File: src/design/vkt_pkg.sv
// Shared types, codes and constants for the versioned key table.
// No dependencies; every other design file but vkt_ram refers to this package by scope.
`default_nettype none

package vkt_pkg;

	// Default sizes
	localparam int TABLE_SLOTS_DEF  = 16;
	localparam int MAX_VERSIONS_DEF = 8;

	// Request modes
	localparam logic [2:0] MODE_ADD      = 3'd0;
	localparam logic [2:0] MODE_DEL_KEY  = 3'd1;
	localparam logic [2:0] MODE_DEL_VER  = 3'd2;
	localparam logic [2:0] MODE_FIND_KEY = 3'd3;
	localparam logic [2:0] MODE_FIND_VER = 3'd4;

	// Result status codes
	localparam logic [1:0] ST_OK   = 2'd0;
	localparam logic [1:0] ST_MISS = 2'd1;
	localparam logic [1:0] ST_FULL = 2'd2;

	localparam logic [4:0]  CAP_RESET = 5'd16;
	localparam logic [30:0] VER_MAX   = 31'h7FFF_FFFF;

	typedef struct packed {
		logic [2:0]         mode;
		logic signed [31:0] key;
		logic [30:0]        version;
		logic [15:0]        text_len;
	} req_t;

	typedef struct packed {
		logic [1:0]  status;
		logic [30:0] found_version;
		logic [31:0] data_offset;
		logic [15:0] data_len;
		logic [3:0]  versions_held;
	} rsp_t;

	// One version record as held in the version store
	typedef struct packed {
		logic [30:0] num;
		logic [31:0] off;
		logic [15:0] len;
	} ver_ent_t;

	// Datapath operations, one per cycle
	typedef enum logic [4:0] {
		OP_NONE     = 5'd0,
		OP_START    = 5'd1,
		OP_SCAN_RD  = 5'd2,
		OP_SCAN_CMP = 5'd3,
		OP_RES_FULL = 5'd4,
		OP_RES_MISS = 5'd5,
		OP_RES_NULL = 5'd6,
		OP_RES_OK0  = 5'd7,
		OP_HEAD_RD  = 5'd8,
		OP_NEW_KEY  = 5'd9,
		OP_HEAD_NUM = 5'd10,
		OP_UP_RD    = 5'd11,
		OP_UP_WR    = 5'd12,
		OP_ADD_WR   = 5'd13,
		OP_VI_CLR   = 5'd14,
		OP_V_RD     = 5'd15,
		OP_V_CMP    = 5'd16,
		OP_RES_HEAD = 5'd17,
		OP_DN_RD    = 5'd18,
		OP_DN_WR    = 5'd19,
		OP_CNT_WR   = 5'd20,
		OP_LAST_RD  = 5'd21,
		OP_MOVE_ENT = 5'd22,
		OP_MV_RD    = 5'd23,
		OP_MV_WR    = 5'd24,
		OP_DROP     = 5'd25,
		OP_EMIT     = 5'd26
	} dp_op_t;

	typedef struct packed {
		dp_op_t op;
	} cmd_t;

	typedef struct packed {
		logic [2:0] mode;
		logic       hit;
		logic       key_eq;
		logic       more;
		logic       n_zero;
		logic       n_full;
		logic       n_le1;
		logic       tbl_full;
		logic       vi_gt0;
		logic       vi_lt_n;
		logic       vi1_lt_n;
		logic       ver_eq;
		logic       last_is_slot;
		logic       out_free;
	} stat_t;

endpackage

`default_nettype wire

File: src/design/vkt_ctrl.sv
// Controller state machine of the versioned key table.
// Depends on vkt_pkg; drives at most one datapath operation per cycle from its status.
`default_nettype none

module vkt_ctrl (
	input  wire logic           clk,
	input  wire logic           arst_n,
	input  wire logic           req_valid,
	output logic                req_stall,
	input  wire vkt_pkg::stat_t stat,
	output vkt_pkg::cmd_t       cmd
);

	typedef enum logic [18:0] {
		S_IDLE  = 19'b000_0000_0000_0000_0001,
		S_SRD   = 19'b000_0000_0000_0000_0010,
		S_SCMP  = 19'b000_0000_0000_0000_0100,
		S_DISP  = 19'b000_0000_0000_0000_1000,
		S_ADDH  = 19'b000_0000_0000_0001_0000,
		S_UPRD  = 19'b000_0000_0000_0010_0000,
		S_UPWR  = 19'b000_0000_0000_0100_0000,
		S_VRD   = 19'b000_0000_0000_1000_0000,
		S_VCMP  = 19'b000_0000_0001_0000_0000,
		S_DNRD  = 19'b000_0000_0010_0000_0000,
		S_DNWR  = 19'b000_0000_0100_0000_0000,
		S_SK    = 19'b000_0000_1000_0000_0000,
		S_RM    = 19'b000_0001_0000_0000_0000,
		S_RMENT = 19'b000_0010_0000_0000_0000,
		S_MVRD  = 19'b000_0100_0000_0000_0000,
		S_MVWR  = 19'b000_1000_0000_0000_0000,
		S_OUT   = 19'b001_0000_0000_0000_0000,
		S_SPARE = 19'b010_0000_0000_0000_0000,
		S_SPR2  = 19'b100_0000_0000_0000_0000
	} state_t;

	state_t state_q;
	state_t state_d;
	vkt_pkg::dp_op_t op;

	// Take a new item only from idle
	assign req_stall = (state_q != S_IDLE);
	assign cmd.op    = op;

	// Next state and datapath operation
	always_comb begin
		state_d = state_q;
		op      = vkt_pkg::OP_NONE;
		case (state_q)
			S_IDLE: begin
				if (req_valid) begin
					op      = vkt_pkg::OP_START;
					state_d = S_SRD;
				end
			end
			S_SRD: begin
				if (stat.more) begin
					op      = vkt_pkg::OP_SCAN_RD;
					state_d = S_SCMP;
				end else begin
					state_d = S_DISP;
				end
			end
			S_SCMP: begin
				op      = vkt_pkg::OP_SCAN_CMP;
				state_d = stat.key_eq ? S_DISP : S_SRD;
			end
			S_DISP: begin
				state_d = S_OUT;
				case (stat.mode)
					vkt_pkg::MODE_ADD: begin
						if (stat.hit) begin
							if (stat.n_full) begin
								op = vkt_pkg::OP_RES_FULL;
							end else begin
								op      = vkt_pkg::OP_HEAD_RD;
								state_d = S_ADDH;
							end
						end else if (stat.tbl_full) begin
							op = vkt_pkg::OP_RES_FULL;
						end else begin
							op      = vkt_pkg::OP_NEW_KEY;
							state_d = S_UPRD;
						end
					end
					vkt_pkg::MODE_DEL_KEY: begin
						if (stat.hit) begin
							op      = vkt_pkg::OP_RES_OK0;
							state_d = S_RM;
						end else begin
							op = vkt_pkg::OP_RES_NULL;
						end
					end
					vkt_pkg::MODE_DEL_VER, vkt_pkg::MODE_FIND_VER: begin
						if (stat.hit) begin
							op      = vkt_pkg::OP_VI_CLR;
							state_d = S_VRD;
						end else begin
							op = vkt_pkg::OP_RES_NULL;
						end
					end
					vkt_pkg::MODE_FIND_KEY: begin
						if (stat.hit && !stat.n_zero) begin
							op      = vkt_pkg::OP_HEAD_RD;
							state_d = S_SK;
						end else begin
							op = vkt_pkg::OP_RES_NULL;
						end
					end
					default: begin
						op = vkt_pkg::OP_RES_NULL;
					end
				endcase
			end
			S_ADDH: begin
				op      = vkt_pkg::OP_HEAD_NUM;
				state_d = S_UPRD;
			end
			S_UPRD: begin
				if (stat.vi_gt0) begin
					op      = vkt_pkg::OP_UP_RD;
					state_d = S_UPWR;
				end else begin
					op      = vkt_pkg::OP_ADD_WR;
					state_d = S_OUT;
				end
			end
			S_UPWR: begin
				op      = vkt_pkg::OP_UP_WR;
				state_d = S_UPRD;
			end
			S_VRD: begin
				if (stat.vi_lt_n) begin
					op      = vkt_pkg::OP_V_RD;
					state_d = S_VCMP;
				end else begin
					op      = vkt_pkg::OP_RES_MISS;
					state_d = S_OUT;
				end
			end
			S_VCMP: begin
				op = vkt_pkg::OP_V_CMP;
				if (!stat.ver_eq) begin
					state_d = S_VRD;
				end else if (stat.mode != vkt_pkg::MODE_DEL_VER) begin
					state_d = S_OUT;
				end else begin
					state_d = stat.n_le1 ? S_RM : S_DNRD;
				end
			end
			S_DNRD: begin
				if (stat.vi1_lt_n) begin
					op      = vkt_pkg::OP_DN_RD;
					state_d = S_DNWR;
				end else begin
					op      = vkt_pkg::OP_CNT_WR;
					state_d = S_OUT;
				end
			end
			S_DNWR: begin
				op      = vkt_pkg::OP_DN_WR;
				state_d = S_DNRD;
			end
			S_SK: begin
				op      = vkt_pkg::OP_RES_HEAD;
				state_d = S_OUT;
			end
			S_RM: begin
				if (stat.last_is_slot) begin
					op      = vkt_pkg::OP_DROP;
					state_d = S_OUT;
				end else begin
					op      = vkt_pkg::OP_LAST_RD;
					state_d = S_RMENT;
				end
			end
			S_RMENT: begin
				op      = vkt_pkg::OP_MOVE_ENT;
				state_d = S_MVRD;
			end
			S_MVRD: begin
				if (stat.vi_lt_n) begin
					op      = vkt_pkg::OP_MV_RD;
					state_d = S_MVWR;
				end else begin
					op      = vkt_pkg::OP_DROP;
					state_d = S_OUT;
				end
			end
			S_MVWR: begin
				op      = vkt_pkg::OP_MV_WR;
				state_d = S_MVRD;
			end
			S_OUT: begin
				if (stat.out_free) begin
					op      = vkt_pkg::OP_EMIT;
					state_d = S_IDLE;
				end
			end
			default: begin
				state_d = S_IDLE;
			end
		endcase
	end

	// State register
	always_ff @(posedge clk or negedge arst_n) begin
		if (!arst_n) begin
			state_q <= S_IDLE;
		end else begin
			state_q <= state_d;
		end
	end

endmodule

`default_nettype wire

File: config.mk
export PLATFORM = sky130hd
export DESIGN_NAME = vkt_ctrl
export DESIGN_NICKNAME = d
export VERILOG_FILES = /design/src/design/vkt_pkg.sv /design/src/design/vkt_ctrl.sv
export SDC_FILE = /design/constraint.sdc
export NUM_CORES = 1
export LEC_CHECK = 0
export ABC_CLOCK_PERIOD_IN_PS = 2410
export BUFFER_PORTS_ARGS = -buffer_cell sky130_fd_sc_hd__buf_2
export CORE_UTILIZATION = 30
export CTS_CLUSTER_SIZE = 12
export DETAILED_ROUTE_END_ITERATION = 16
export GPL_TIMING_DRIVEN = 1
export SYNTH_ARGS = -nofsm -noshare
export SYNTH_HDL_FRONTEND = slang
export SYNTH_SLANG_ARGS = --single-unit
File: constraint.sdc
create_clock -name clk -period 2.41 [get_ports clk]
set_input_delay 0 -clock clk [delete_from_list [all_inputs] [get_ports clk]]
set_output_delay 0 -clock clk [all_outputs]
set_load 0.005 [all_outputs]
==> impl_metrics.toml <==
[status]
status = "finished, violations left"
violations = "negative setup slack"

[power]
power_density_nw_per_um2 = 593.2
leakage_nw = 0.8444
power_mw = 1.157
peakVddDrop_v = 0.0002328

[final_layout]
largest_reg_flops = 17
reg.largest.list = "state_q: 17 flops"
diodes = 0
fin_nets = 238
layout-drive-gt1-share_pct = 33.94
synthToLayoutAreaGrowth_pct = 31.90
largest_register = "state_q"

[sta]
relSlewSlack_pct = 66.37
fin_skew_ns = 0.006508
hold_violations = 0
slew_viol_final = 0
finalCritPeriodShare_pct = 101.6
rsz0062_at_grt = "yes"
setup_viol = 1
layout_setup_ws_ns = -0.03859
fin_crit_ns = 2.449
fmax_ghz = 0.4084
tightest_slew_ns = 0.4999

[worst_setup_path]
slowest_stage = "or4_1"
required_ns = 2.41
cp-end-kind = "output pin"
r2r_start = "state_q[1]"
path_max_fanout = 9
critical_path_arrival_ns = 2.45
path_buf_inv = 2
start_kind = "flip-flop"
path_cells = "buf_4 > or4_1 > nor4b_2 > and4_1 > or4_1 > a311o_1 > buf_2"
cp-startpoint = "state_q[13]"
slowest_delay_ns = 0.60
cpMostUsedCell = "or4_1"
crit_family = "simple AND/OR/NAND/NOR gates"
path_class = "flip-flop to output pin"

[detailed_routing]
wl_per_cell_um = 16.46
drc_errors = 0
drt-initial-drc-count = 152
first_pass_iters = 5
routed_wl_um = 4692
via_count = 1638
viasPerCell = 5.747
ant_nets = 0

[synth]
synth_edf_count = 0
ys_types = 53
ys.warnings.count = 0
synthArstFlopShare_pct = 100.0
synthFlopType = "dfrtp_1"
synth_top_area_cell = "dfrtp_1"
synth_nets = 197
mappedNetlistArea_um2 = 1479
ys_ff_latch = 17
ys_seq_area_share_pct = 28.85
syn_avg_cell_area_um2 = 8.309
yosys-top-cells-area = "dfrtp_1, xnor2_1, nor3_1, nor4_1, nor4b_1"
synthesis.instances = 178
synth_top_area_share_pct = 27.07

[floorplanning]
initial_core_util_pct = 31.31
die_h_um = 72.21
dieArea_um2 = 5214
die_x_um = 72.21
num_rows = 25
coreArea_um2 = 4723
ios = 25

[cts]
h-tree-depth = 1
clk_latency_ns = 0.26
cts-root-buf = "clkbuf_8"
clk_transition_reported_paths_ns = 0.07
cts_made_buffers = 3
tritoncts = "yes"
cts_sinks = 17
cts_max_path_buffers = 2

[global_route]
grt.total_usage_pct = 17.79
grt_antenna_before_repair = 0
grt_max_degree = 18
first_global_vias = 1458
grt_overflow = 0
grt_first_pass_wirelength_um = 7189

[placement]
post-place-ws_ns = 0.1905
dp_hpwl_um = 3318
port_buffers = 24
gp_congestion = 0.9731

[worst_hold_path]
hold_path.class = "input pin to flip-flop"
min_from = "stat[3]"

[job]
cap_violations = 0
==> area by class of cell <==
cell class / instances / area [µm²]
fillers: 492 / 2773
repair buffers: 55 / 377.9
clock buffers: 4 / 45.04
multi-input cells: 133 / 977.2
flip-flops and latches: 17 / 432.9
inverters: 9 / 33.78
well taps: 67 / 83.83
==> cell usage in the layout (no fill, tap or decap), types with 4 or more instances in the layout <==
cell,synthesis,routed
a21oi_1,6,6
buf_2,9,24
buf_4,1,22
dfrtp_1,16,11
dfrtp_2,0,5
dlygate4sd3_1,0,8
inv_1,9,9
nand2_1,7,7
nand3_1,6,5
nand4_1,7,7
nor2_1,11,11
nor3_1,12,12
nor4_1,9,7
nor4b_1,6,4
o21ai_0,4,4
o32ai_1,4,4
xnor2_1,8,8
==> what timing repair did <==
| item | 4_1_cts | 5_1_grt |
|---|---|---|
| hold endpoints to repair | 24 | 0 |
| setup buffers | 2 | 6 |
| resized for setup | 3 | 16 |
| pin swaps | 0 | 7 |
| hold buffers | 9 | 0 |
| endpoints found under the setup margin | 3 | 6 |
==> cell families after synthesis <==
group                     synth area share (%)
muxes                                    1.354
xor gates and xnor gates                 5.330
and+or+nand+nor                          39.85
AOI/OAI and AO/OA                        15.40
buffers and inverters                    9.221
DFF                                      28.85
==> metrics by stage <==
step	cell area [µm²]	setup TNS, ns	hold WS, ns	instances	utilization (%)
final	1951	-0.03859	0.004698	285	41.30
after global placement	1685	0	-0.04893	264	35.68
after detailed placement	1685	0	-0.04169	264	35.68
after global routing	1951	-0.1126	0.007820	285	41.30
after floorplan	1479	0	-0.2956	178	-
after CTS	1844	-0.05425	0.01029	279	39.05
==> path summary, 6_finish.rpt <==
kind | to | slack [ns] | depth (start not counted)
worst max-delay path | cmd[3] | -0.04 | 7
worst min-delay path | state_q[10] | 0.005 | 3
worst max register to register | state_q[7] | 0.17 | 7
worst min register to register | state_q[10] | 0.66 | 2
max in group asynchronous | state_q[0] | 1.88 | 2
min in group asynchronous | state_q[1] | 0.20 | 2
==> layer usage <==
| layer | global-route usage [%] | vias up | routed length [µm] |
|---|---|---|---|
| met3 | 1.667 | 12 | 342 |
| met1 | 25.26 | 768 | 2095 |
| met4 | 7.625 | 0 | 131 |
| li1 | - | 766 | - |
| met2 | 27.52 | 92 | 2123 |
| met5 | 0 | - | 0 |
==> worst min-delay path: stages <==
cell and delay [ns]:
buf_2 0.11, nand3b_1 0.09, nor2_1 0.04
==> where the power goes <==
group | leakage [nW] | internal, mW | switching (mW)
Clock | 0.0228 | 0.118 | 0.105
Sequential | 0.225 | 0.317 | 0.0405
Combinational | 0.597 | 0.285 | 0.292
Total | 0.844 | 0.720 | 0.437
==> synthesized netlist by cell type (2+ instances only) <==
master	number
and4_1	3
nor3b_1	2
nor3_1	12
clkbuf_1	6
and3_1	3
o32ai_1	4
xnor2_1	8
buf_2	9
a21oi_1	6
o21ai_0	4
nand3b_1	3
nand4_1	7
nor4_1	9
inv_1	9
or4_1	3
buf_6	2
or4_4	2
o22ai_1	3
mux2i_1	2
nand2_1	7
or3_1	2
nand3_1	6
or2_2	3
nand4b_1	2
nand2b_1	2
nor2_1	11
nor4b_1	6
o41ai_1	2
dfrtp_1	16
Power figures use the tool's default switching activity.
